`src/design/vl2n_pkg.sv`:
```
`timescale 1ns / 1ps
// ----------------------------------------------------------------------------
// vl2n_pkg
// Shared widths, shifts and opcodes of the vector L2 normalizer.
// ----------------------------------------------------------------------------
package vl2n_pkg;

  localparam int MAX_DIM_DEF = 1024;   // default vector capacity
  localparam int ELEM_W      = 16;     // element and result width
  localparam int ROOT_W_DEF  = 31;     // root width at the default capacity

  localparam int SQ_SHIFT = 20;        // sum of squares is scaled by 2^20 before the root
  localparam int Q_BITS   = 16;        // quotient bits produced by the divider
  localparam int DIV_PRE  = 9;         // 25 - Q_BITS: dividend bits placed before the loop

  localparam logic [ELEM_W-1:0] Q_MAX = 16'd32767;

  localparam logic OP_LOAD  = 1'b0;
  localparam logic OP_FETCH = 1'b1;

endpackage

```
`src/design/vl2n_isqrt.sv`:
```
`timescale 1ns / 1ps
// ----------------------------------------------------------------------------
// vl2n_isqrt
// Bit-serial integer square root: one root bit per cycle, floor result.
// ----------------------------------------------------------------------------
module vl2n_isqrt #(
  parameter int ROOT_W = vl2n_pkg::ROOT_W_DEF
) (
  input  logic                clk,
  input  logic                rst,
  input  logic                start,
  input  logic [2*ROOT_W-1:0] radicand,
  output logic                done,
  output logic [ROOT_W-1:0]   root
);

  localparam int RW    = ROOT_W + 2;
  localparam int CNT_W = (ROOT_W > 1) ? $clog2(ROOT_W) : 1;

  logic [2*ROOT_W-1:0] rad;
  logic [RW-1:0]       rem;
  logic [CNT_W-1:0]    cnt;
  logic                busy;

  logic [RW-1:0] rem_sh;
  logic [RW-1:0] trial;
  logic          fits;

  // next remainder takes the top two radicand bits; trial is 4*root + 1
  assign rem_sh = {rem[RW-3:0], rad[2*ROOT_W-1 -: 2]};
  assign trial  = {root, 2'b01};
  assign fits   = rem_sh >= trial;

  always_ff @(posedge clk) begin
    if (rst) begin
      busy <= 1'b0;
      done <= 1'b0;
    end else begin
      done <= 1'b0;
      if (start) begin
        busy <= 1'b1;
      end else if (busy && cnt == CNT_W'(ROOT_W - 1)) begin
        busy <= 1'b0;
        done <= 1'b1;
      end
    end
  end

  always_ff @(posedge clk) begin
    if (start) begin
      rad  <= radicand;
      rem  <= '0;
      root <= '0;
      cnt  <= '0;
    end else if (busy) begin
      rad  <= {rad[2*ROOT_W-3:0], 2'b00};
      rem  <= fits ? rem_sh - trial : rem_sh;
      root <= {root[ROOT_W-2:0], fits};
      cnt  <= cnt + CNT_W'(1);
    end
  end

endmodule

```
`config.mk`:
```
export PLATFORM = sky130hd
export DESIGN_NAME = vl2n_isqrt
export DESIGN_NICKNAME = d
export VERILOG_FILES = /design/src/design/vl2n_pkg.sv /design/src/design/vl2n_isqrt.sv
export SDC_FILE = /design/constraint.sdc
export NUM_CORES = 1
export LEC_CHECK = 0
export BUFFER_PORTS_ARGS = -buffer_cell sky130_fd_sc_hd__buf_2
export CAP_MARGIN = 20
export CELL_PAD_IN_SITES_DETAIL_PLACEMENT = 2
export CELL_PAD_IN_SITES_GLOBAL_PLACEMENT = 2
export CORE_UTILIZATION = 40
export CTS_CLUSTER_DIAMETER = 100
export CTS_CLUSTER_SIZE = 40
export DETAILED_ROUTE_END_ITERATION = 12
export GPL_ROUTABILITY_DRIVEN = 0
export PLACE_DENSITY = 0.85
export SYNTH_ARGS = -nofsm -noshare
export SYNTH_HDL_FRONTEND = slang
export SYNTH_SLANG_ARGS = --single-unit
```
`constraint.sdc`:
```
create_clock -name clk -period 6.42 [get_ports clk]
set_input_delay 0.321 -clock clk [delete_from_list [all_inputs] [get_ports clk]]
set_output_delay 0.321 -clock clk [all_outputs]
set_load 0.01 [all_outputs]
```
### Word level (Yosys, flattened, before mapping)

Index checks and enable logic that the tools add are counted.

| cells by class | value |
|---|---|
| muxes and demuxes | 6 |
| div/mod/pow operators | 0 |
| order comparisons | 1 |
| reduce and logical (&&, ||, !) cells | 4 |
| shift operators | 0 |
| multipliers | 0 |
| add/sub/neg operators | 2 |
| equality and inequality tests | 1 |
| bitwise gates (word level) | 0 |

Operators with widths:

| cell | count |
|---|---|
| 62-bit two-way mux | 2 |
| 33-bit greater-or-equal comparator | 1 |
| 31-bit two-way mux | 1 |
| 31-bit subtractor | 1 |
| 5-bit by 1-bit adder with 5-bit output, second input constant | 1 |
| 5-bit == test, second input constant | 1 |
| 2-bit nonzero test | 2 |
| 1-bit two-way mux | 3 |
| 2-bit OR reduction | 1 |
| 1-bit logical AND | 1 |

| storage, ports and cells | value |
|---|---|
| output and inout port bits | 32 |
| flip-flop bits (word level) | 131 |
| latch bits | 0 |
| RAM bits | 0 |
| input bits | 65 |
| logic and storage cells | 20 |
| memory bits (read-only) | 0 |
| memories | 0 |

### Longest topological paths before layout

| logic depth | value |
|---|---|
| depth after elaboration | 4 |
| depth in mapped cells | 12 |

### Worst setup path after synthesis

Ideal clock, no wire load.

| timing path | value |
|---|---|
| path kind | register to register |
| start point | reg root[28] |
| end point | reg rem[21] |
| buffers on the path | 1 |
| data arrival time | 2679 ps |
| data required time | 6334 ps |
| cell stages (with the launch flop) | 12 |
| setup time | 86 ps |
| slack | 3656 ps |
| path through | dfxtp_1 inv_1 ha_1 a21o_1 a21o_1 a21o_1 or3b_1 a211oi_4 nor2_8 buf_6 mux2i_1 a211oi_1 |

| between the ends | value |
|---|---|
| word-level cells in the longest chain between the ends | 2 |

Ends and longest elaborated chain:

| element | RTL line | text |
|---|---|---|
| start: declaration | vl2n_isqrt.sv:14 | `output logic [ROOT_W-1:0] root` |
| start signal: assignment | vl2n_isqrt.sv:58 | `root <= {root[ROOT_W-2:0], fits};` |
| 33-bit greater-or-equal comparator | vl2n_isqrt.sv:32 | `assign fits = rem_sh >= trial;` |
| 31-bit two-way mux | vl2n_isqrt.sv:57 | `rem <= fits ? rem_sh - trial : rem_sh;` |
| end signal: assignment | vl2n_isqrt.sv:57 |  |
| end: declaration | vl2n_isqrt.sv:21 | `logic [RW-1:0] rem;` |

No other way between the ends.
A chain may end at the register's enable or synchronous reset.

### Worst setup path after layout

| timing path | value |
|---|---|
| start point | reg root[4] |
| end point | reg rem[28] |

| between the ends | value |
|---|---|
| word-level cells in the longest chain between the ends | 2 |

Ends and longest elaborated chain:

| element | RTL line |
|---|---|
| 31-bit subtractor / 33-bit greater-or-equal comparator (equally long branches) | vl2n_isqrt.sv:57, vl2n_isqrt.sv:32 |
| 31-bit two-way mux (*) | vl2n_isqrt.sv:57 |

Every way passes the cells marked *; elsewhere a longest branch is shown, timed or not.

==> impl_metrics.csv <==
group,metric,value,unit
cts,tritoncts_clock_tree,"built",
cts,clock_insertion_delay_worst_skew,440,ps
yosys,post-synth-top-area-fraction,25.8,%
critical_path,r2r_setup_slack,2870,ps
yosys,synthFlopType,"sky130_fd_sc_hd__dfxtp_1",
timing,skew,12.1,ps
cells_and_area,area.growth.synth_to_final,17.7,%
cts,max-clock-path-buffers,2,
cts,postCtsResizedCells,0,
cells_and_area,design.final.nets,885,
yosys,synthMostInstantiatedCell,"sky130_fd_sc_hd__nor2_1",
route,drt-total-wl,25.0,mm
floorplanning,design.portCount,97,
pwr,internal_pwr_total,2.32,mW
cts,cts.repair_timing.setup_buffer_count,0,
floorplanning,area_enclosed_by_the_die_boundary,0.0186,mm2
timing,finalHoldViolCount,0,
cells_and_area,final_core_utilization,48.6,%
yosys,synth.yosys.seq_area_share,45.0,%
route,routedWlPerCell,24.5,um
timing,fin_tns_setup,0,ps
timing,fmax,0.282,GHz
timing,finalSetupViolCount,0,
critical_path,crit_path_max_fanout,35,
global_routing,grt_pass1_vias,6642,
global_routing,grt_max_degree,70,
cells_and_area,post_layout_nonfiller_instances,1024,
global_routing,track_usage,28.4,%
cts,cts-hold-fix-buffers,0,
place,hpwlAfterDp,16.0,mm
floorplanning,die-width,136,um
floorplanning,initial_core_util,41.3,%
route,drc,0,
yosys,synth_cell_types,62,
yosys,netlist.top_cell.by_area,"sky130_fd_sc_hd__edfxtp_1",
yosys,synth_nets,795,
cts,clock_sinks,131,
yosys,ys_ff_latch,131,
yosys,synth.avg_cell_area,10.4,um2
pwr,sw_ratio,42.9,%
place,portBuffers,96,
yosys,netlist_instances,695,
pwr,p_clk_share,25.9,%
critical_path,cp_slowest_stage_delay,650,ps
floorplanning,die_height,136,um
yosys,synth_common_cells,"sky130_fd_sc_hd__nor2_1 (78), sky130_fd_sc_hd__dfxtp_1 (69), sky130_fd_sc_hd__edfxtp_1 (62), sky130_fd_sc_hd__mux2_2 (61), sky130_fd_sc_hd__nand2_1 (47)",
critical_path,critical_path_capture_point_type,"flip-flop",
pwr,design_power_total,4.06,mW
cts,cts_made_buffers,17,
global_routing,grt_pass1_wl,38.6,mm
floorplanning,placementRows,48,
route,starting_drc_count_in_detailed_routing,315,
cts,clk_root_buffer_cell,"sky130_fd_sc_hd__clkbuf_16",
timing,normalized_max_slew_margin,40.2,%
pwr,power_frac_seq,26.5,%
yosys,synthesis.area,0.00721,mm2
global_routing,antenna_violations_before_repair,2,
critical_path,data_arrival_time_at_the_worst_slack_endpoint,3920,ps
hold_path,class_of_the_tightest_hold_or_removal_check,"in -> reg",
timing,worst-slew-pin-transition,897,ps
critical_path,crit_required,6790,ps
yosys,number_of_warning_messages_in_the_yosys_log,0,
cts,cts_clock_pin_slew_for_the_worst_setup_and_hold_paths,70,ps
yosys,number_of_enable_flip_flop_cells_after_synthesis,62,
critical_path,setup.worst_path.class,"reg -> reg",
run_status,outcome,"finished clean",
pwr,power.density,478,mW/mm2
yosys,largest_cells_by_area_after_synthesis,"sky130_fd_sc_hd__edfxtp_1 (26%), sky130_fd_sc_hd__dfxtp_1 (19%), sky130_fd_sc_hd__mux2_2 (9.5%), sky130_fd_sc_hd__mux2i_1 (6.2%), sky130_fd_sc_hd__ha_1 (6.1%)",
timing,hold-worst-slack,64.7,ps
timing,timing.final.crit_share,55.3,%
critical_path,crit_slowest_cell,"sky130_fd_sc_hd__nor2_8",
timing,post-route-min-period,3550,ps
route,via_per_inst,5.75,
pwr,power.static_leakage,3.57,nW
pwr,power_frac_comb,47.7,%
critical_path,critical_path_start_type,"flip-flop",
route,drt_pre_antenna_iters,4,
timing,rsz0062_at_grt,"false",
route,vias,5890,
route,count_of_nets_left_with_antenna_violations_after_detail_routing,0,
cells_and_area,layout-drive-gt1-share,26.4,%
timing,maxSlewViolCount,0,
pwr,vdd_drop_max,0.266,mV
cts,cts-htree-levels,4,
run,maxcap_viol_count,0,
global_routing,gr-total-overflow,0,
pwr,p_sw,1.74,mW
critical_path,cp_cell_sequence,"inv_1 > ha_1 > o21ai_1 > a221oi_1 > a21oi_1 > nor3_2 > a211oi_4 > nor2_8 > or4b_1 > nand3_1",
yosys,synth-async-reset-ratio,0,%
place,dp_cells,991,
floorplanning,core_area,0.0175,mm2
-- state kept, by name, summed over array words and instances, names as in the netlist --
name and cells:
done 1, cnt 5, rem 31, busy 1
root 31, rad 62
-- final timing paths --
path / to / startpoint / cells past startpoint
worst max-delay path: rem[28] / root[4] / 10
worst min-delay path: busy / rst / 2
worst max register to register: rem[28] / root[4] / 10
worst min register to register: rem[20] / rem[20] / 2
-- cells in the final DEF, fill, tap and decap left out, drive strengths merged, types with 5 or more instances in the layout --
cell type    n
nor2        80
o211ai       7
o221ai       6
a21o        19
a311oi       9
ha          35
nand4        5
dfxtp       69
xnor2       18
a31oi        7
clkbuf      17
a21oi       28
o21ai       31
mux2        61
nand3        7
nand2       48
inv         55
nor3        10
xor2        10
o21bai       5
mux2i       45
edfxtp      62
a211oi      14
buf        101
-- power groups by stage --
stage	clock network [mW]	logic, mW	registers (mW)
2_1_floorplan	0	1.44	1.04
3_3_place_gp	0	1.72	1.07
3_5_place_dp	0	1.84	1.08
4_1_cts	1.07	1.93	1.07
5_1_grt	1.10	2.07	1.08
6_report	1.05	1.94	1.07
-- critical path, delay by kind of cell (launching register included) --
kind                       cells  cell delay [ps]
DFF                            1              400
and+or+nand+nor                4             1540
adders and majority gates      1              440
buffers and inverters          1               70
AOI/OAI and AO/OA              4             1010
-- stage by stage --
| stage | cell area [um2] | setup WS [ps] |
|---|---|---|
| 2_1_floorplan | 7210 | 3660 |
| 3_3_place_gp | 7880 | 3320 |
| 3_5_place_dp | 7880 | 3000 |
| 4_1_cts | 8490 | 2880 |
| 5_1_grt | 8490 | 2670 |
| 6_report | 8490 | 2870 |
-- routing by layer --
layer  track usage (%)  up-vias  wire, um
li1                  -     2708         -
met1              31.1     2975      9910
met2              50.8      145     13300
met3              7.49       60      1080
met4              13.5        2       748
met5                 0        -        14
-- cell families after synthesis --
group	count (synthesis)	synth area share [%]
buf+inv	74	4.18
simple gates	174	11.0
xor+xnor	28	3.40
flops	131	45.0
compound gates	147	14.6
fa+ha+maj	35	6.07
mux	106	15.8
-- layout make-up --
type                    count  area, um2
multi-input cells         490       3670
well taps                 225        282
clock inverters            15        184
inverters                  44        165
repair buffers            101        520
flip-flops and latches    131       3240
diodes                      1       2.50
fillers                  1785       8980
clock buffers              17        425
No activity file was read; power rests on OpenSTA's default activity.
